### config.mk
export PLATFORM = sky130hd
export DESIGN_NAME = iss_ctrl
export DESIGN_NICKNAME = d
export VERILOG_FILES = /design/src/iss_pkg.sv /design/src/iss_ctrl.sv
export VERILOG_INCLUDE_DIRS = /design/src /design/src/src
export SDC_FILE = /design/constraint.sdc
export NUM_CORES = 1
export LEC_CHECK = 0
export BUFFER_PORTS_ARGS = -buffer_cell sky130_fd_sc_hd__clkbuf_2
export CORE_ASPECT_RATIO = 1.5
export CORE_MARGIN = 5
export CORE_UTILIZATION = 25
export CTS_CLUSTER_DIAMETER = 60
export DETAILED_ROUTE_END_ITERATION = 7
export GPL_TIMING_DRIVEN = 0
export SLEW_MARGIN = 30
export SYNTH_ARGS = -nofsm -noshare
export SYNTH_HDL_FRONTEND = slang
export SYNTH_SLANG_ARGS = --single-unit
### constraint.sdc
create_clock -name clk -period 6.17 [get_ports clk]
set_input_delay 1.851 -clock clk [delete_from_list [all_inputs] [get_ports clk]]
set_output_delay 1.851 -clock clk [all_outputs]
set_load 0.1 [all_outputs]
### src/indexed_shift_stack_defines.svh
// ----------------------------------------------------------------------------
// indexed_shift_stack_defines
// Assertion macros shared by the indexed shift stack modules.
// ----------------------------------------------------------------------------
`ifndef INDEXED_SHIFT_STACK_DEFINES_SVH
`define INDEXED_SHIFT_STACK_DEFINES_SVH

// The consequent must hold in the same cycle as the antecedent.
`define ISS_ASSERT_IMPL(name, ante, cons, msg) \
    name: assert property (@(posedge clk) disable iff (!rst_n) (ante) |-> (cons)) \
        else $error(msg);

// The consequent must hold in the cycle after the antecedent.
`define ISS_ASSERT_NEXT(name, ante, cons, msg) \
    name: assert property (@(posedge clk) disable iff (!rst_n) (ante) |=> (cons)) \
        else $error(msg);

`endif

### src/iss_pkg.sv
// ----------------------------------------------------------------------------
// iss_pkg
// Types and codes shared by the indexed shift stack controller and datapath.
// ----------------------------------------------------------------------------
package iss_pkg;

    // Field widths of the request and result.
    localparam int ACTION_W = 3;
    localparam int POS_W    = 7;
    localparam int WORD_W   = 32;
    localparam int STATUS_W = 3;
    localparam int COUNT_W  = 8;

    // Action codes.
    localparam logic [ACTION_W-1:0] ACT_PUSH   = 3'd0;
    localparam logic [ACTION_W-1:0] ACT_POP    = 3'd1;
    localparam logic [ACTION_W-1:0] ACT_DELETE = 3'd2;
    localparam logic [ACTION_W-1:0] ACT_REMOVE = 3'd3;
    localparam logic [ACTION_W-1:0] ACT_READ   = 3'd4;
    localparam logic [ACTION_W-1:0] ACT_WRITE  = 3'd5;
    localparam logic [ACTION_W-1:0] ACT_INSERT = 3'd6;

    // Status codes.
    localparam logic [STATUS_W-1:0] STATUS_OK       = 3'd0;
    localparam logic [STATUS_W-1:0] STATUS_FULL     = 3'd1;
    localparam logic [STATUS_W-1:0] STATUS_EMPTY    = 3'd2;
    localparam logic [STATUS_W-1:0] STATUS_RANGE    = 3'd3;
    localparam logic [STATUS_W-1:0] STATUS_NOTFOUND = 3'd4;

    // Index register update selects.
    localparam logic [2:0] IDX_HOLD = 3'd0;
    localparam logic [2:0] IDX_POS  = 3'd1;
    localparam logic [2:0] IDX_ZERO = 3'd2;
    localparam logic [2:0] IDX_CNT  = 3'd3;
    localparam logic [2:0] IDX_INC  = 3'd4;
    localparam logic [2:0] IDX_DEC  = 3'd5;

    // Memory read address selects.
    localparam logic [2:0] RD_IDX    = 3'd0;
    localparam logic [2:0] RD_IDX_P1 = 3'd1;
    localparam logic [2:0] RD_IDX_M1 = 3'd2;
    localparam logic [2:0] RD_CNT_M1 = 3'd3;
    localparam logic [2:0] RD_POS    = 3'd4;

    // Memory write address selects.
    localparam logic [1:0] WR_IDX = 2'd0;
    localparam logic [1:0] WR_CNT = 2'd1;
    localparam logic [1:0] WR_POS = 2'd2;

    // One request.
    typedef struct packed {
        logic [ACTION_W-1:0]      action;
        logic [POS_W-1:0]         position;
        logic signed [WORD_W-1:0] value;
    } req_t;

    // One result.
    typedef struct packed {
        logic signed [WORD_W-1:0] data;
        logic [STATUS_W-1:0]      status;
        logic [COUNT_W-1:0]       entry_count;
    } res_t;

    // Commands from the controller to the datapath.
    typedef struct packed {
        logic                load_req;
        logic [2:0]          idx_sel;
        logic                rd_en;
        logic [2:0]          rd_sel;
        logic                wr_en;
        logic [1:0]          wr_sel;
        logic                wr_from_rd;
        logic                cnt_inc;
        logic                cnt_dec;
        logic                cap_data;
        logic                done;
        logic [STATUS_W-1:0] status;
    } cmd_t;

    // Status from the datapath to the controller.
    typedef struct packed {
        logic [ACTION_W-1:0] action;
        logic                empty;
        logic                full;
        logic                pos_ge_cnt;
        logic                pos_gt_cnt;
        logic                match;
        logic                shd_last;
        logic                shu_done;
        logic                scan_end;
    } stat_t;

endpackage

### src/iss_ctrl.sv
// ----------------------------------------------------------------------------
// iss_ctrl
// Sequencer for the indexed shift stack: decodes each request and steps the
// datapath through reads, entry moves and the final result.
// ----------------------------------------------------------------------------
`include "indexed_shift_stack_defines.svh"

module iss_ctrl
(
    input  logic           clk,
    input  logic           rst_n,
    input  logic           start,
    output logic           busy,
    input  iss_pkg::stat_t stat,
    output iss_pkg::cmd_t  cmd
);

    // State codes.
    localparam logic [3:0] S_IDLE     = 4'd0;
    localparam logic [3:0] S_DECODE   = 4'd1;
    localparam logic [3:0] S_POP_WAIT = 4'd2;
    localparam logic [3:0] S_RD_WAIT  = 4'd3;
    localparam logic [3:0] S_DEL_WAIT = 4'd4;
    localparam logic [3:0] S_SHD_CHK  = 4'd5;
    localparam logic [3:0] S_SHD_WR   = 4'd6;
    localparam logic [3:0] S_SCAN_RD  = 4'd7;
    localparam logic [3:0] S_SCAN_CMP = 4'd8;
    localparam logic [3:0] S_SHU_CHK  = 4'd9;
    localparam logic [3:0] S_SHU_WR   = 4'd10;

    logic [3:0] state_reg;
    logic [3:0] state_next;

    // State register.
    always_ff @(posedge clk or negedge rst_n)
    begin
        if (!rst_n)
        begin
            state_reg <= S_IDLE;
        end
        else
        begin
            state_reg <= state_next;
        end
    end

    assign busy = (state_reg != S_IDLE);

    // Next state and datapath commands.
    always_comb
    begin
        state_next = state_reg;
        cmd        = '0;
        cmd.status = iss_pkg::STATUS_OK;
        case (state_reg)
            S_IDLE:
            begin
                if (start)
                begin
                    cmd.load_req = 1'b1;
                    state_next   = S_DECODE;
                end
            end
            S_DECODE:
            begin
                case (stat.action)
                    iss_pkg::ACT_PUSH:
                    begin
                        cmd.done   = 1'b1;
                        state_next = S_IDLE;
                        if (stat.full)
                        begin
                            cmd.status = iss_pkg::STATUS_FULL;
                        end
                        else
                        begin
                            cmd.wr_en   = 1'b1;
                            cmd.wr_sel  = iss_pkg::WR_CNT;
                            cmd.cnt_inc = 1'b1;
                        end
                    end
                    iss_pkg::ACT_POP:
                    begin
                        if (stat.empty)
                        begin
                            cmd.done   = 1'b1;
                            cmd.status = iss_pkg::STATUS_EMPTY;
                            state_next = S_IDLE;
                        end
                        else
                        begin
                            cmd.rd_en  = 1'b1;
                            cmd.rd_sel = iss_pkg::RD_CNT_M1;
                            state_next = S_POP_WAIT;
                        end
                    end
                    iss_pkg::ACT_DELETE:
                    begin
                        if (stat.empty)
                        begin
                            cmd.done   = 1'b1;
                            cmd.status = iss_pkg::STATUS_EMPTY;
                            state_next = S_IDLE;
                        end
                        else if (stat.pos_ge_cnt)
                        begin
                            cmd.done   = 1'b1;
                            cmd.status = iss_pkg::STATUS_RANGE;
                            state_next = S_IDLE;
                        end
                        else
                        begin
                            cmd.rd_en   = 1'b1;
                            cmd.rd_sel  = iss_pkg::RD_POS;
                            cmd.idx_sel = iss_pkg::IDX_POS;
                            state_next  = S_DEL_WAIT;
                        end
                    end
                    iss_pkg::ACT_REMOVE:
                    begin
                        if (stat.empty)
                        begin
                            cmd.done   = 1'b1;
                            cmd.status = iss_pkg::STATUS_EMPTY;
                            state_next = S_IDLE;
                        end
                        else
                        begin
                            cmd.idx_sel = iss_pkg::IDX_ZERO;
                            state_next  = S_SCAN_RD;
                        end
                    end
                    iss_pkg::ACT_READ:
                    begin
                        if (stat.empty)
                        begin
                            cmd.done   = 1'b1;
                            cmd.status = iss_pkg::STATUS_EMPTY;
                            state_next = S_IDLE;
                        end
                        else if (stat.pos_ge_cnt)
                        begin
                            cmd.done   = 1'b1;
                            cmd.status = iss_pkg::STATUS_RANGE;
                            state_next = S_IDLE;
                        end
                        else
                        begin
                            cmd.rd_en  = 1'b1;
                            cmd.rd_sel = iss_pkg::RD_POS;
                            state_next = S_RD_WAIT;
                        end
                    end
                    iss_pkg::ACT_WRITE:
                    begin
                        cmd.done   = 1'b1;
                        state_next = S_IDLE;
                        if (stat.pos_ge_cnt)
                        begin
                            cmd.status = iss_pkg::STATUS_RANGE;
                        end
                        else
                        begin
                            cmd.wr_en  = 1'b1;
                            cmd.wr_sel = iss_pkg::WR_POS;
                        end
                    end
                    iss_pkg::ACT_INSERT:
                    begin
                        if (stat.full)
                        begin
                            cmd.done   = 1'b1;
                            cmd.status = iss_pkg::STATUS_FULL;
                            state_next = S_IDLE;
                        end
                        else if (stat.pos_gt_cnt)
                        begin
                            cmd.done   = 1'b1;
                            cmd.status = iss_pkg::STATUS_RANGE;
                            state_next = S_IDLE;
                        end
                        else
                        begin
                            cmd.idx_sel = iss_pkg::IDX_CNT;
                            state_next  = S_SHU_CHK;
                        end
                    end
                    default:
                    begin
                        // The unused action code has no effect.
                        cmd.done   = 1'b1;
                        state_next = S_IDLE;
                    end
                endcase
            end
            S_POP_WAIT:
            begin
                cmd.cap_data = 1'b1;
                cmd.cnt_dec  = 1'b1;
                cmd.done     = 1'b1;
                state_next   = S_IDLE;
            end
            S_RD_WAIT:
            begin
                cmd.cap_data = 1'b1;
                cmd.done     = 1'b1;
                state_next   = S_IDLE;
            end
            S_DEL_WAIT:
            begin
                cmd.cap_data = 1'b1;
                state_next   = S_SHD_CHK;
            end
            S_SHD_CHK:
            begin
                // Close the gap one entry at a time, working upwards.
                if (stat.shd_last)
                begin
                    cmd.cnt_dec = 1'b1;
                    cmd.done    = 1'b1;
                    state_next  = S_IDLE;
                end
                else
                begin
                    cmd.rd_en  = 1'b1;
                    cmd.rd_sel = iss_pkg::RD_IDX_P1;
                    state_next = S_SHD_WR;
                end
            end
            S_SHD_WR:
            begin
                cmd.wr_en      = 1'b1;
                cmd.wr_sel     = iss_pkg::WR_IDX;
                cmd.wr_from_rd = 1'b1;
                cmd.idx_sel    = iss_pkg::IDX_INC;
                state_next     = S_SHD_CHK;
            end
            S_SCAN_RD:
            begin
                if (stat.scan_end)
                begin
                    cmd.done   = 1'b1;
                    cmd.status = iss_pkg::STATUS_NOTFOUND;
                    state_next = S_IDLE;
                end
                else
                begin
                    cmd.rd_en  = 1'b1;
                    cmd.rd_sel = iss_pkg::RD_IDX;
                    state_next = S_SCAN_CMP;
                end
            end
            S_SCAN_CMP:
            begin
                if (stat.match)
                begin
                    state_next = S_SHD_CHK;
                end
                else
                begin
                    cmd.idx_sel = iss_pkg::IDX_INC;
                    state_next  = S_SCAN_RD;
                end
            end
            S_SHU_CHK:
            begin
                // Open a gap one entry at a time, working downwards.
                if (stat.shu_done)
                begin
                    cmd.wr_en   = 1'b1;
                    cmd.wr_sel  = iss_pkg::WR_POS;
                    cmd.cnt_inc = 1'b1;
                    cmd.done    = 1'b1;
                    state_next  = S_IDLE;
                end
                else
                begin
                    cmd.rd_en  = 1'b1;
                    cmd.rd_sel = iss_pkg::RD_IDX_M1;
                    state_next = S_SHU_WR;
                end
            end
            S_SHU_WR:
            begin
                cmd.wr_en      = 1'b1;
                cmd.wr_sel     = iss_pkg::WR_IDX;
                cmd.wr_from_rd = 1'b1;
                cmd.idx_sel    = iss_pkg::IDX_DEC;
                state_next     = S_SHU_CHK;
            end
            default:
            begin
                state_next = S_IDLE;
            end
        endcase
    end

    // Checks on the sequencing.
    `ISS_ASSERT_IMPL(a_scan_only_remove, (state_reg == S_SCAN_RD) || (state_reg == S_SCAN_CMP), stat.action == iss_pkg::ACT_REMOVE, "scan running for an action other than remove")
    `ISS_ASSERT_IMPL(a_done_to_idle, cmd.done, state_next == S_IDLE, "result issued without returning to idle")
    `ISS_ASSERT_IMPL(a_single_port_use, cmd.wr_en, !cmd.rd_en, "memory read and write issued in one cycle")

endmodule

Word level (Yosys, flattened, before mapping)
Cells that the tools add are included.
{"block": "totals", "register_bits": 4, "out_inout_bits": 20}
{"block": "op_classes", "n_eq_ne": 17, "mux": 56, "n_reduce_logical": 9}
{"cell": "$mux W4", "n": 17}
{"cell": "$pmux W4 S8", "n": 1}
{"cell": "$mux W3", "n": 7}
{"cell": "$pmux W4 S5", "n": 1}
{"cell": "$pmux W3 S3", "n": 2}
{"cell": "$eq A4 B3 Y1 const B", "n": 4}
{"cell": "$pmux W4 S4", "n": 1}
{"cell": "$pmux W3 S5", "n": 1}
{"cell": "$mux W2", "n": 7}
{"cell": "$eq A4 B4 Y1 const B", "n": 3}
{"cell": "$pmux W3 S2", "n": 2}
{"cell": "$pmux W3 S4", "n": 1}
{"cell": "$pmux W4 S3", "n": 1}
{"cell": "$mux W5", "n": 2}
{"cell": "$reduce_or A2 Y1", "n": 5}
{"cell": "$eq A3 B3 Y1 const B", "n": 3}
{"cell": "$mux W1", "n": 9}
{"cell": "$eq A4 B2 Y1 const B", "n": 2}
{"cell": "$eq A3 B2 Y1 const B", "n": 2}
{"cell": "$pmux W1 S5", "n": 1}
{"cell": "$eq A4 B1 Y1 const B", "n": 1}
{"cell": "$logic_not A4 Y1", "n": 1}
{"cell": "$pmux W1 S2", "n": 2}
{"cell": "$reduce_bool A4 Y1", "n": 1}
{"cell": "5 further kinds", "n": 5}

Depth between registers and ports, before layout
Gate-level depths: netlist (run 1).
{"block": "depth", "ltp_word": 4, "mapped_depth": 6, "mapped_depth_nobuf": 4}

Worst setup path after synthesis (run 1)
No wires, ideal clock.
{"block": "synth_path", "path_type": "input port to output port", "start": "in stat[10] in the netlist's numbering", "end": "out cmd[1] in the netlist's numbering", "path_stages": 5, "slack_ns": -0.520, "t_arrival_ns": 4.839, "path_cell_list": "buf_2 -> clkbuf_1 -> o21ai_0 -> a32oi_1 -> a311oi_1"}
{"element": "start, declared", "line_no": "iss_ctrl.sv:14", "text": "input iss_pkg::stat_t stat,"}
{"element": "end, declared", "line_no": "iss_ctrl.sv:15", "text": "output iss_pkg::cmd_t cmd"}

==> results of run 1 <==
==> critical path, stage by stage <==
cell and delay [ns]:
sky130_fd_sc_hd__clkbuf_1 0.26, sky130_fd_sc_hd__clkbuf_1 0.41, sky130_fd_sc_hd__nand2_1 0.19, sky130_fd_sc_hd__nand2_1 0.11, sky130_fd_sc_hd__a211oi_1 0.05, sky130_fd_sc_hd__o221ai_1 0.20, sky130_fd_sc_hd__clkbuf_2 0.50
==> cell type report <==
cell class / count / area, um^2
Fill cell: 405 / 2240
Multi-Input combinational cell: 111 / 706.9
Timing Repair Buffer: 31 / 155.1
Sequential cell: 4 / 100.1
Buffer: 11 / 57.56
Tap cell: 42 / 52.55
Clock buffer: 3 / 41.29
Inverter: 8 / 30.03
==> power by group <==
part,switching [mW],internal (mW)
sequential,0.0145,0.0343
clock,0.0150,0.0417
combinational,0.316,0.0950
==> stage by stage <==
stage | cells | instance area [um^2] | power (mW) | utilization [%]
finish | 210 | 1144 | 0.5161 | 33.80
global route | 210 | 1144 | 0.5466 | 33.80
CTS | 210 | 1144 | 0.5173 | 33.80
detailed placement | 207 | 1102 | 0.4596 | 32.58
global placement | 207 | 1102 | 0.4601 | 32.58
floorplan | 134 | 894.6 | 0.3910 | -
==> how the worst min path moves through the flow <==
stage	slack, ns	end	cells after the start
after floorplan	0.74	state_reg[1]$_DFFE_PN0P_	2
after global placement	0.83	state_reg[0]$_DFFE_PN0P_	3
after detailed placement	0.82	state_reg[0]$_DFFE_PN0P_	3
after CTS	0.83	state_reg[0]$_DFFE_PN0P_	3
after global routing	0.88	state_reg[0]$_DFFE_PN0P_	3
final	0.84	state_reg[0]$_DFFE_PN0P_	3
==> cells in the final DEF, fill, tap and decap left out, types with 2 or more instances in the layout <==
cell type                   n
sky130_fd_sc_hd__nand2_1   11
sky130_fd_sc_hd__clkbuf_2  31
sky130_fd_sc_hd__a21oi_1   14
sky130_fd_sc_hd__or3_1      4
sky130_fd_sc_hd__nor2_1    14
sky130_fd_sc_hd__mux2i_1    2
sky130_fd_sc_hd__inv_1      8
sky130_fd_sc_hd__nor3_1     6
sky130_fd_sc_hd__or3b_2     2
sky130_fd_sc_hd__nor2b_1    4
sky130_fd_sc_hd__o21ai_0    9
sky130_fd_sc_hd__buf_6      2
sky130_fd_sc_hd__dfrtp_1    4
sky130_fd_sc_hd__a32oi_1    2
sky130_fd_sc_hd__nand2b_1   7
sky130_fd_sc_hd__o211ai_1   2
sky130_fd_sc_hd__clkbuf_8   3
sky130_fd_sc_hd__nor3_2     2
sky130_fd_sc_hd__o32ai_1    2
sky130_fd_sc_hd__a21oi_2    2
sky130_fd_sc_hd__nand3_1    3
sky130_fd_sc_hd__clkbuf_1   8
sky130_fd_sc_hd__o221ai_1   2
sky130_fd_sc_hd__a211oi_1   2
==> layer usage <==
| metal | part of all wire, % | wire (um) | vias up |
|---|---|---|---|
| li1 | - | - | 569 |
| met1 | 41 | 1223 | 514 |
| met2 | 52 | 1550 | 30 |
| met3 | 4.9 | 145 | 4 |
| met4 | 1.6 | 48 | 0 |
| met5 | 0 | 0 | - |
==> cell families (layout without fill, tap and decap cells) <==
kind of cell	after synthesis	in the layout	share of synthesized area, %
simple gates	62	62	39.77
compound gates	46	46	35.30
buf+inv	19	53	10.09
flops	4	4	11.53
xor+xnor	1	1	1.009
mux	2	2	2.306
==> impl_metrics.prom, run 1 <==
# TYPE chip_impl_metric gauge
chip_impl_metric{name="max_cap_viol_count",unit=""} 0
chip_impl_metric{name="yosysSeqAreaShare",unit="%"} 11.53
chip_impl_metric{name="grt_antenna_before_repair",unit=""} 0
chip_impl_metric{name="grt_first_pass_wirelength",unit="mm"} 4.892
chip_impl_metric{name="timing.critical_path.arrival",unit="ns"} 3.58
chip_impl_metric{name="worst_slack_on_hold_paths",unit="ns"} 0.8374
chip_impl_info{name="end_of_the_critical_path",value="cmd[3]"} 1
chip_impl_metric{name="design.core.area",unit="um^2"} 3383
chip_impl_metric{name="drt_first_iter_violations",unit=""} 21
chip_impl_metric{name="pin_count_of_the_biggest_net_entering_global_routing",unit=""} 11
chip_impl_info{name="globalRoute.busiestLayer",value="met2"} 1
chip_impl_metric{name="global_route.usage.total",unit="%"} 13.09
chip_impl_metric{name="cts.hold.buffers_added",unit=""} 0
chip_impl_metric{name="drc",unit=""} 0
chip_impl_info{name="path_class",value="in -> out"} 1
chip_impl_metric{name="drt.antenna.violating_nets",unit=""} 0
chip_impl_info{name="worst_setup_path_startpoint",value="stat[8]"} 1
chip_impl_metric{name="postCtsResizedCells",unit=""} 0
chip_impl_metric{name="routed-via-count",unit=""} 1117
chip_impl_metric{name="synth.distinct_cells",unit=""} 41
chip_impl_metric{name="total_leakage_power",unit="nW"} 0.4648
chip_impl_metric{name="area_delta_synth_final",unit="%"} 31.70
chip_impl_info{name="hp-start",value="state_reg[3]$_DFFE_PN0P_"} 1
chip_impl_metric{name="grt_util_met1",unit="%"} 15.46
chip_impl_info{name="cts_root_buf",value="sky130_fd_sc_hd__clkbuf_8"} 1
chip_impl_info{name="run_status",value="completed"} 1
chip_impl_metric{name="worst_slew_pin_slew",unit="ns"} 0.5445
chip_impl_metric{name="synth_seq_cells",unit=""} 4
chip_impl_info{name="critical_path.startpoint_type",value="input port"} 1
chip_impl_metric{name="clock_sink_count",unit=""} 4
chip_impl_metric{name="synth_largest_type_area_fraction",unit="%"} 11.53
chip_impl_metric{name="slew-limit-headroom",unit="%"} 63.85
chip_impl_metric{name="fin_ws",unit="ns"} 0.7359
chip_impl_metric{name="final_hold_viol_count",unit=""} 0
chip_impl_metric{name="synth_edf_count",unit=""} 0
chip_impl_metric{name="ctsLongestPathBuffers",unit=""} 2
chip_impl_metric{name="synthArstFlopShare",unit="%"} 100.0
chip_impl_metric{name="dp_hpwl",unit="mm"} 2.379
chip_impl_metric{name="synthesis.yosys.warnings",unit=""} 0
chip_impl_metric{name="slew_viol_final",unit=""} 0
chip_impl_metric{name="ioPinCount",unit=""} 34
chip_impl_metric{name="syn_avg_cell_area",unit="um^2"} 6.480
chip_impl_metric{name="grt.overflow.total",unit=""} 0
chip_impl_metric{name="synthesis.instances",unit=""} 134
chip_impl_metric{name="floorplan.die_area",unit="um^2"} 4776
chip_impl_info{name="rsz0062_at_grt",value="false"} 1
chip_impl_metric{name="insertedDiodeCount",unit=""} 0
chip_impl_metric{name="portBuffers",unit=""} 31
chip_impl_metric{name="cellPowerDensity",unit="nW/um^2"} 451.3
chip_impl_metric{name="die_width",unit="um"} 58.12
chip_impl_info{name="cts_tree",value="built"} 1
chip_impl_metric{name="clock_tree.htree_level_count",unit=""} 1
chip_impl_info{name="synthDominantAreaCellType",value="sky130_fd_sc_hd__dfrtp_1"} 1
chip_impl_metric{name="avgViaCountPerCell",unit=""} 5.319
chip_impl_info{name="ranking_of_synthesized_cells_by_instance_count",value="sky130_fd_sc_hd__a21oi_1, sky130_fd_sc_hd__nor2_1, sky130_fd_sc_hd__nand2_1"} 1
chip_impl_metric{name="fp_rows",unit=""} 26
chip_impl_metric{name="tritoncts.num_buffers",unit=""} 3
chip_impl_info{name="reg2reg_to",value="state_reg[0]$_DFFE_PN0P_"} 1
chip_impl_metric{name="largest_reg_flops",unit=""} 4
chip_impl_info{name="synth.top_cells.by_area",value="sky130_fd_sc_hd__dfrtp_1, sky130_fd_sc_hd__a21oi_1, sky130_fd_sc_hd__nor2_1"} 1
chip_impl_metric{name="r2r_setup_slack",unit="ns"} 4.46
chip_impl_metric{name="finalWirelength",unit="mm"} 2.967
chip_impl_metric{name="final.setup.tns",unit="ns"} 0
chip_impl_metric{name="post_route_clock_skew",unit="ns"} 0.0006113
chip_impl_metric{name="max_clock_freq",unit="GHz"} 0.1840
chip_impl_metric{name="path_max_fanout",unit=""} 10
chip_impl_info{name="worst_r2r_startpoint",value="state_reg[3]$_DFFE_PN0P_"} 1
chip_impl_info{name="worst_hold_path_type",value="reg -> reg"} 1
chip_impl_metric{name="timing.critical_path.required",unit="ns"} 4.32
chip_impl_metric{name="min_period",unit="ns"} 5.434
chip_impl_info{name="synth.most_common_cell",value="sky130_fd_sc_hd__a21oi_1"} 1
chip_impl_metric{name="clk_latency",unit="ns"} 0.22
chip_impl_info{name="critical_path.endpoint_type",value="output port"} 1
chip_impl_metric{name="number_of_cells_on_the_worst_reg_to_reg_path",unit=""} 6
chip_impl_metric{name="final.period_utilization",unit="%"} 88.07
chip_impl_metric{name="routedWlPerCell",unit="um"} 14.13
chip_impl_metric{name="syn-cell-area",unit="um^2"} 868.3
chip_impl_metric{name="vias_in_the_first_global_route",unit=""} 1048
chip_impl_metric{name="cts_setup_buffers",unit=""} 0
chip_impl_metric{name="post_route_cells_drive_above_1_share",unit="%"} 29.76
chip_impl_metric{name="cts.reportedPaths.clkPinSlew",unit="ns"} 0.03
chip_impl_metric{name="postSynthNetCount",unit=""} 148
chip_impl_metric{name="grtUsageMet2",unit="%"} 23.64
chip_impl_metric{name="start_util",unit="%"} 25.67
chip_impl_metric{name="gp_routability_congestion",unit=""} 0.8854
chip_impl_metric{name="detailedPlace.worstSlack",unit="ns"} 0.7227
chip_impl_metric{name="grt.met3_usage",unit="%"} 2.644
chip_impl_info{name="synthFlopType",value="sky130_fd_sc_hd__dfrtp_1"} 1
chip_impl_metric{name="die_h",unit="um"} 82.18
chip_impl_metric{name="ir_drop",unit="mV"} 0.2396
chip_impl_metric{name="drtPass1Iterations",unit=""} 4
chip_impl_metric{name="report.final.setup_viol",unit=""} 0
chip_impl_metric{name="nNetsFinal",unit=""} 184
Power figures use the tool's default switching activity.
==> run 2, diff against run 1 <==
--- a/config.mk
+++ b/config.mk
@@ -8,7 +8,7 @@
 export LEC_CHECK = 0
 export BUFFER_PORTS_ARGS = -buffer_cell sky130_fd_sc_hd__clkbuf_2
 export CORE_ASPECT_RATIO = 1.5
-export CORE_MARGIN = 5
+export CORE_MARGIN = 3
 export CORE_UTILIZATION = 25
 export CTS_CLUSTER_DIAMETER = 60
 export DETAILED_ROUTE_END_ITERATION = 7
==> run 2 against run 1 <==
Sequential power about the same. Die area decreased by 11%. Worst setup slack got worse by 0.029 ns. Non-clock buffer count unchanged. Count of clock-buffer cells in the layout unchanged. Sequential share of layout area is essentially flat. Power fell by 0.39%. Largest power group unchanged. Highest routed layer unchanged.
==> impl_metrics.prom, run 2 (synthesized netlist as in run 1, its figures left out) <==
# TYPE chip_impl_metric gauge
chip_impl_info{name="run_status",value="completed"} 1
chip_impl_metric{name="grtUsageMet2",unit="%"} 24.58
chip_impl_metric{name="worst_slack_on_hold_paths",unit="ns"} 0.8338
chip_impl_metric{name="cts.hold.buffers_added",unit=""} 0
chip_impl_metric{name="cts_setup_buffers",unit=""} 0
chip_impl_metric{name="clock_tree.htree_level_count",unit=""} 1
chip_impl_metric{name="tritoncts.num_buffers",unit=""} 3
chip_impl_metric{name="final-seq-area",unit="um^2"} 100.1
chip_impl_metric{name="pin_count_of_the_biggest_net_entering_global_routing",unit=""} 11
chip_impl_metric{name="grt.met3_usage",unit="%"} 1.898
chip_impl_info{name="critical_path.startpoint_type",value="input port"} 1
chip_impl_metric{name="slew_viol_final",unit=""} 0
chip_impl_metric{name="detailedPlace.worstSlack",unit="ns"} 0.7349
chip_impl_metric{name="avgViaCountPerCell",unit=""} 5.375
chip_impl_metric{name="clock_sink_count",unit=""} 4
chip_impl_info{name="worst_hold_path_type",value="reg -> reg"} 1
chip_impl_metric{name="timing.critical_path.arrival",unit="ns"} 3.61
chip_impl_metric{name="grt_first_pass_wirelength",unit="mm"} 4.761
chip_impl_metric{name="max_clock_freq",unit="GHz"} 0.1830
chip_impl_info{name="cts_tree",value="built"} 1
chip_impl_metric{name="r2r_setup_slack",unit="ns"} 4.46
chip_impl_metric{name="min_period",unit="ns"} 5.463
chip_impl_metric{name="nNetsFinal",unit=""} 184
chip_impl_metric{name="dp_hpwl",unit="mm"} 2.356
chip_impl_metric{name="grt_util_met1",unit="%"} 18.45
chip_impl_metric{name="path_max_fanout",unit=""} 10
chip_impl_metric{name="largest_reg_flops",unit=""} 4
chip_impl_info{name="rsz0062_at_grt",value="false"} 1
chip_impl_metric{name="area_delta_synth_final",unit="%"} 31.41
chip_impl_metric{name="fin_ws",unit="ns"} 0.7068
chip_impl_info{name="critical_path.endpoint_type",value="output port"} 1
chip_impl_metric{name="multi_input_comb_area",unit="um^2"} 706.9
chip_impl_metric{name="max_cap_viol_count",unit=""} 0
chip_impl_metric{name="die_h",unit="um"} 78.18
chip_impl_info{name="mostFrequentLayoutCells",value="sky130_fd_sc_hd__clkbuf_2, sky130_fd_sc_hd__a21oi_1, sky130_fd_sc_hd__nor2_1"} 1
chip_impl_info{name="layout.cells.most_common",value="sky130_fd_sc_hd__clkbuf_2"} 1
chip_impl_metric{name="cts.reportedPaths.clkPinSlew",unit="ns"} 0.03
chip_impl_metric{name="portBuffers",unit=""} 31
chip_impl_metric{name="floorplan.die_area",unit="um^2"} 4231
chip_impl_metric{name="ioPinCount",unit=""} 34
chip_impl_metric{name="placed_cell_area",unit="um^2"} 1100
chip_impl_metric{name="worst_slew_pin_slew",unit="ns"} 0.5500
chip_impl_metric{name="drtPass1Iterations",unit=""} 4
chip_impl_metric{name="post_route_clock_skew",unit="ns"} 0.00005486
chip_impl_metric{name="total_leakage_power",unit="nW"} 0.4648
chip_impl_metric{name="postCtsResizedCells",unit=""} 0
chip_impl_metric{name="final.period_utilization",unit="%"} 88.54
chip_impl_metric{name="fp_rows",unit=""} 25
chip_impl_metric{name="final.setup.tns",unit="ns"} 0
chip_impl_info{name="cts_root_buf",value="sky130_fd_sc_hd__clkbuf_8"} 1
chip_impl_metric{name="final_area",unit="um^2"} 1141
chip_impl_metric{name="insertedDiodeCount",unit=""} 0
chip_impl_metric{name="vias_in_the_first_global_route",unit=""} 1057
chip_impl_metric{name="gp_routability_congestion",unit=""} 0.8228
chip_impl_metric{name="post_route_cells_drive_above_1_share",unit="%"} 29.76
chip_impl_metric{name="p_total",unit="mW"} 0.5141
chip_impl_metric{name="report.final.setup_viol",unit=""} 0
chip_impl_metric{name="grt_antenna_before_repair",unit=""} 0
chip_impl_metric{name="design.core.area",unit="um^2"} 3253
chip_impl_metric{name="cellPowerDensity",unit="nW/um^2"} 450.6
chip_impl_info{name="reg2reg_to",value="state_reg[0]$_DFFE_PN0P_"} 1
chip_impl_info{name="worst_r2r_startpoint",value="state_reg[3]$_DFFE_PN0P_"} 1
chip_impl_metric{name="timing.critical_path.required",unit="ns"} 4.32
chip_impl_metric{name="final_hold_viol_count",unit=""} 0
chip_impl_metric{name="routedWlPerCell",unit="um"} 14.08
chip_impl_metric{name="finalWirelength",unit="mm"} 2.929
chip_impl_info{name="path_class",value="in -> out"} 1
chip_impl_metric{name="grt.overflow.total",unit=""} 0
chip_impl_metric{name="drc",unit=""} 0
chip_impl_metric{name="start_util",unit="%"} 26.69
chip_impl_info{name="end_of_the_critical_path",value="cmd[3]"} 1
chip_impl_metric{name="routed-via-count",unit=""} 1118
chip_impl_metric{name="global_route.usage.total",unit="%"} 14.66
chip_impl_info{name="globalRoute.busiestLayer",value="met2"} 1
chip_impl_metric{name="drt_first_iter_violations",unit=""} 23
chip_impl_metric{name="slew-limit-headroom",unit="%"} 63.49
chip_impl_metric{name="number_of_cells_on_the_worst_reg_to_reg_path",unit=""} 6
chip_impl_metric{name="ir_drop",unit="mV"} 0.2457
chip_impl_metric{name="clk_latency",unit="ns"} 0.21
chip_impl_metric{name="num-fill-cells",unit=""} 393
chip_impl_metric{name="ctsLongestPathBuffers",unit=""} 2
chip_impl_metric{name="drt.antenna.violating_nets",unit=""} 0
chip_impl_metric{name="die_width",unit="um"} 54.12
chip_impl_info{name="worst_setup_path_startpoint",value="stat[8]"} 1
-- run 2: critical path, cell delays in order --
cell and delay, ns:
sky130_fd_sc_hd__clkbuf_1 0.25, sky130_fd_sc_hd__clkbuf_1 0.44, sky130_fd_sc_hd__nand2_1 0.20, sky130_fd_sc_hd__nand2_1 0.11, sky130_fd_sc_hd__a211oi_1 0.05, sky130_fd_sc_hd__o221ai_1 0.21, sky130_fd_sc_hd__clkbuf_2 0.50
-- run 2: worst min-delay path by stage --
stage | start | to | cells past startpoint
2_1_floorplan | state_reg[1]$_DFFE_PN0P_ | state_reg[1]$_DFFE_PN0P_ | 2
3_3_place_gp | state_reg[3]$_DFFE_PN0P_ | state_reg[0]$_DFFE_PN0P_ | 3
3_5_place_dp | state_reg[3]$_DFFE_PN0P_ | state_reg[0]$_DFFE_PN0P_ | 3
4_1_cts | state_reg[3]$_DFFE_PN0P_ | state_reg[0]$_DFFE_PN0P_ | 3
5_1_grt | state_reg[3]$_DFFE_PN0P_ | state_reg[0]$_DFFE_PN0P_ | 3
6_report | state_reg[3]$_DFFE_PN0P_ | state_reg[0]$_DFFE_PN0P_ | 3
-- run 2: layout make-up --
class                           count  share of cell area [%]
Buffer                             11                   5.044
Timing Repair Buffer               31                   13.60
Multi-Input combinational cell    111                   61.95
Sequential cell                     4                   8.772
Tap cell                           40                   4.386
Clock buffer                        3                   3.618
Inverter                            8                   2.632
-- run 2: stage by stage --
step,instances,utilization [%]
after floorplan,134,-
after global placement,205,33.81
after detailed placement,205,33.81
after CTS,208,35.08
after global routing,208,35.08
final,208,35.08
-- run 2: report_power, final --
part / leakage, nW / switching [mW] / internal [mW]
clock network: 0.0216 / 0.0127 / 0.0415
logic: 0.390 / 0.316 / 0.0950
registers: 0.0532 / 0.0145 / 0.0343
total: 0.465 / 0.343 / 0.171
-- run 2: metal layers --
metal | vias to the layer above | share of wire [%]
met5 | - | 0
met4 | 0 | 1.1
met3 | 5 | 5.0
met2 | 28 | 52
met1 | 523 | 42
li1 | 562 | -
==> run 3, diff against run 2 <==
--- a/config.mk
+++ b/config.mk
@@ -7,12 +7,12 @@
 export NUM_CORES = 1
 export LEC_CHECK = 0
 export BUFFER_PORTS_ARGS = -buffer_cell sky130_fd_sc_hd__clkbuf_2
-export CORE_ASPECT_RATIO = 1.5
 export CORE_MARGIN = 3
-export CORE_UTILIZATION = 25
+export CORE_UTILIZATION = 52
 export CTS_CLUSTER_DIAMETER = 60
 export DETAILED_ROUTE_END_ITERATION = 7
 export GPL_TIMING_DRIVEN = 0
+export PLACE_DENSITY = 0.85
 export SLEW_MARGIN = 30
 export SYNTH_ARGS = -nofsm -noshare
 export SYNTH_HDL_FRONTEND = slang
==> constraint.sdc (replaced) <==
create_clock -name clk -period 6.17 [get_ports clk]
set_input_delay 1.851 -clock clk [delete_from_list [all_inputs] [get_ports clk]]
set_output_delay 1.851 -clock clk [all_outputs]
set_load 0.005 [all_outputs]
==> run 3 against run 2 <==
Sequential power down 1%. Count of clock-buffer cells in the layout unchanged. Final cell count down 12%. Worst setup slack better by 0.32 ns. Die area down 48%. Core utilization up 34 points. Largest cell class unchanged. Highest routed layer unchanged.
==> impl_metrics.prom, run 3 (synthesized netlist as in run 1, its figures left out) <==
# TYPE chip_impl_metric gauge
chip_impl_metric{name="switchingPower",unit="mW"} 0.1430
chip_impl_metric{name="cts.hold.buffers_added",unit=""} 0
chip_impl_metric{name="worst_slew_pin_slew",unit="ns"} 0.4637
chip_impl_metric{name="routed-via-count",unit=""} 1141
chip_impl_metric{name="ir_drop",unit="mV"} 0.1485
chip_impl_metric{name="routedWlPerCell",unit="um"} 14.38
chip_impl_metric{name="global_route.usage.total",unit="%"} 24.81
chip_impl_metric{name="avgViaCountPerCell",unit=""} 6.201
chip_impl_metric{name="clock_tree.htree_level_count",unit=""} 1
chip_impl_metric{name="fin_ws",unit="ns"} 1.028
chip_impl_info{name="run_status",value="completed"} 1
chip_impl_metric{name="path_max_fanout",unit=""} 10
chip_impl_metric{name="dp_hpwl",unit="mm"} 2.056
chip_impl_info{name="critical_path.startpoint_type",value="input port"} 1
chip_impl_metric{name="postCtsResizedCells",unit=""} 0
chip_impl_metric{name="ioPinCount",unit=""} 34
chip_impl_info{name="critical_path.endpoint_type",value="output port"} 1
chip_impl_metric{name="pwr-share-seq",unit="%"} 16.5
chip_impl_metric{name="clock_sink_count",unit=""} 4
chip_impl_metric{name="post_route_cells_drive_above_1_share",unit="%"} 26.79
chip_impl_metric{name="die_h",unit="um"} 46.87
chip_impl_metric{name="portBuffers",unit=""} 31
chip_impl_metric{name="drt_first_iter_violations",unit=""} 43
chip_impl_metric{name="cts_setup_buffers",unit=""} 0
chip_impl_metric{name="placed_cell_area",unit="um^2"} 1044
chip_impl_metric{name="total_leakage_power",unit="nW"} 0.4539
chip_impl_metric{name="cts.reportedPaths.clkPinSlew",unit="ns"} 0.03
chip_impl_metric{name="slew_viol_final",unit=""} 0
chip_impl_info{name="mostFrequentLayoutCells",value="sky130_fd_sc_hd__clkbuf_2, sky130_fd_sc_hd__a21oi_1, sky130_fd_sc_hd__nor2_1"} 1
chip_impl_metric{name="min_period",unit="ns"} 5.142
chip_impl_metric{name="area_delta_synth_final",unit="%"} 22.77
chip_impl_metric{name="detailedPlace.worstSlack",unit="ns"} 1.052
chip_impl_metric{name="insertedDiodeCount",unit=""} 0
chip_impl_info{name="layout.cells.most_common",value="sky130_fd_sc_hd__clkbuf_2"} 1
chip_impl_info{name="rsz0062_at_grt",value="false"} 1
chip_impl_metric{name="slew-limit-headroom",unit="%"} 68.29
chip_impl_metric{name="layout.core_utilization",unit="%"} 69.16
chip_impl_metric{name="grt_antenna_before_repair",unit=""} 0
chip_impl_metric{name="vias_in_the_first_global_route",unit=""} 942
chip_impl_info{name="path_class",value="in -> out"} 1
chip_impl_metric{name="final_hold_viol_count",unit=""} 0
chip_impl_metric{name="nNetsFinal",unit=""} 184
chip_impl_metric{name="tritoncts.num_buffers",unit=""} 3
chip_impl_metric{name="finalWirelength",unit="mm"} 2.645
chip_impl_metric{name="drtPass1Iterations",unit=""} 4
chip_impl_metric{name="final.setup.tns",unit="ns"} 0
chip_impl_metric{name="report.final.setup_viol",unit=""} 0
chip_impl_metric{name="clk_latency",unit="ns"} 0.23
chip_impl_metric{name="largest_reg_flops",unit=""} 4
chip_impl_metric{name="clock_power_share",unit="%"} 10.4
chip_impl_metric{name="start_util",unit="%"} 56.33
chip_impl_metric{name="post_route_clock_skew",unit="ns"} 0.0005615
chip_impl_metric{name="floorplan.die_area",unit="um^2"} 2196
chip_impl_metric{name="timing.critical_path.required",unit="ns"} 4.32
chip_impl_info{name="worst_hold_path_type",value="reg -> reg"} 1
chip_impl_metric{name="grt.overflow.total",unit=""} 0
chip_impl_metric{name="design.core.area",unit="um^2"} 1541
chip_impl_metric{name="drt.antenna.violating_nets",unit=""} 0
chip_impl_metric{name="gp_routability_congestion",unit=""} 0.9280
chip_impl_metric{name="cellPowerDensity",unit="nW/um^2"} 274.3
chip_impl_metric{name="ctsLongestPathBuffers",unit=""} 2
chip_impl_metric{name="timing.critical_path.arrival",unit="ns"} 3.29
chip_impl_metric{name="pin_count_of_the_biggest_net_entering_global_routing",unit=""} 11
chip_impl_metric{name="cell_int_power",unit="mW"} 0.1494
chip_impl_metric{name="max_clock_freq",unit="GHz"} 0.1945
chip_impl_info{name="cts_tree",value="built"} 1
chip_impl_metric{name="drc",unit=""} 0
chip_impl_metric{name="fp_rows",unit=""} 14
chip_impl_metric{name="final.period_utilization",unit="%"} 83.33
chip_impl_metric{name="grt_first_pass_wirelength",unit="mm"} 4.022
chip_impl_metric{name="comb_power_share",unit="%"} 73.1
chip_impl_metric{name="final_area",unit="um^2"} 1066
chip_impl_metric{name="max_cap_viol_count",unit=""} 0
chip_impl_metric{name="p_sw_share",unit="%"} 48.91
chip_impl_info{name="cts_root_buf",value="sky130_fd_sc_hd__clkbuf_4"} 1
chip_impl_metric{name="die_width",unit="um"} 46.87
run 3: cell counts in the layout (fill, tap and decap cells not counted):
Identical to the previous run, type by type.
run 3: layer usage:
layer  vias up  share of wire [%]  track usage, %
met1       525                 40           32.28
met4         0               0.64           7.182
met3         2                8.0           4.981
met5         -                  0               0
li1        562                  -               -
met2        52                 51           41.19
run 3: cell type report:
class / count / area, um^2
Multi-Input combinational cell: 111 / 680.7
Fill cell: 140 / 475.5
Timing Repair Buffer: 31 / 155.1
Sequential cell: 4 / 100.1
Buffer: 11 / 57.56
Inverter: 8 / 30.03
Clock buffer: 3 / 22.52
Tap cell: 16 / 20.02
run 3: final timing paths:
| check | start | endpoint | slack [ns] | cells past startpoint |
|---|---|---|---|---|
| max in group asynchronous | rst_n | state_reg[0]$_DFFE_PN0P_ | 4.63 | 1 |
| min in group asynchronous | rst_n | state_reg[2]$_DFFE_PN0P_ | 1.42 | 1 |
| max reg2reg | state_reg[3]$_DFFE_PN0P_ | state_reg[0]$_DFFE_PN0P_ | 4.43 | 6 |
| max | stat[8] | cmd[3] | 1.03 | 6 |
| min | state_reg[1]$_DFFE_PN0P_ | state_reg[3]$_DFFE_PN0P_ | 0.86 | 2 |
| min reg2reg | state_reg[1]$_DFFE_PN0P_ | state_reg[3]$_DFFE_PN0P_ | 0.86 | 2 |
run 3: critical path: stages:
cell	delay, ns
sky130_fd_sc_hd__clkbuf_1	0.27
sky130_fd_sc_hd__clkbuf_1	0.38
sky130_fd_sc_hd__o21ai_0	0.21
sky130_fd_sc_hd__a211oi_1	0.28
sky130_fd_sc_hd__o221ai_1	0.16
sky130_fd_sc_hd__clkbuf_2	0.13
run 3: power groups by stage:
| stage | clock, mW | combinational [mW] | sequential [mW] |
|---|---|---|---|
| 4_1_cts | 0.0312 | 0.210 | 0.0481 |
| 5_1_grt | 0.0345 | 0.233 | 0.0491 |
| 3_3_place_gp | 0 | 0.205 | 0.0477 |
| 2_1_floorplan | 0 | 0.149 | 0.0436 |
| 3_5_place_dp | 0 | 0.209 | 0.0484 |
| 6_report | 0.0306 | 0.214 | 0.0482 |
run 3: metrics by stage:
stage,instances,total power [mW],hold slack (ns)
after global routing,184,0.3169,0.8901
after detailed placement,181,0.2570,0.8388
final,184,0.2925,0.8576
after global placement,181,0.2528,0.8268
after floorplan,134,0.1926,0.7281
after CTS,184,0.2895,0.8508
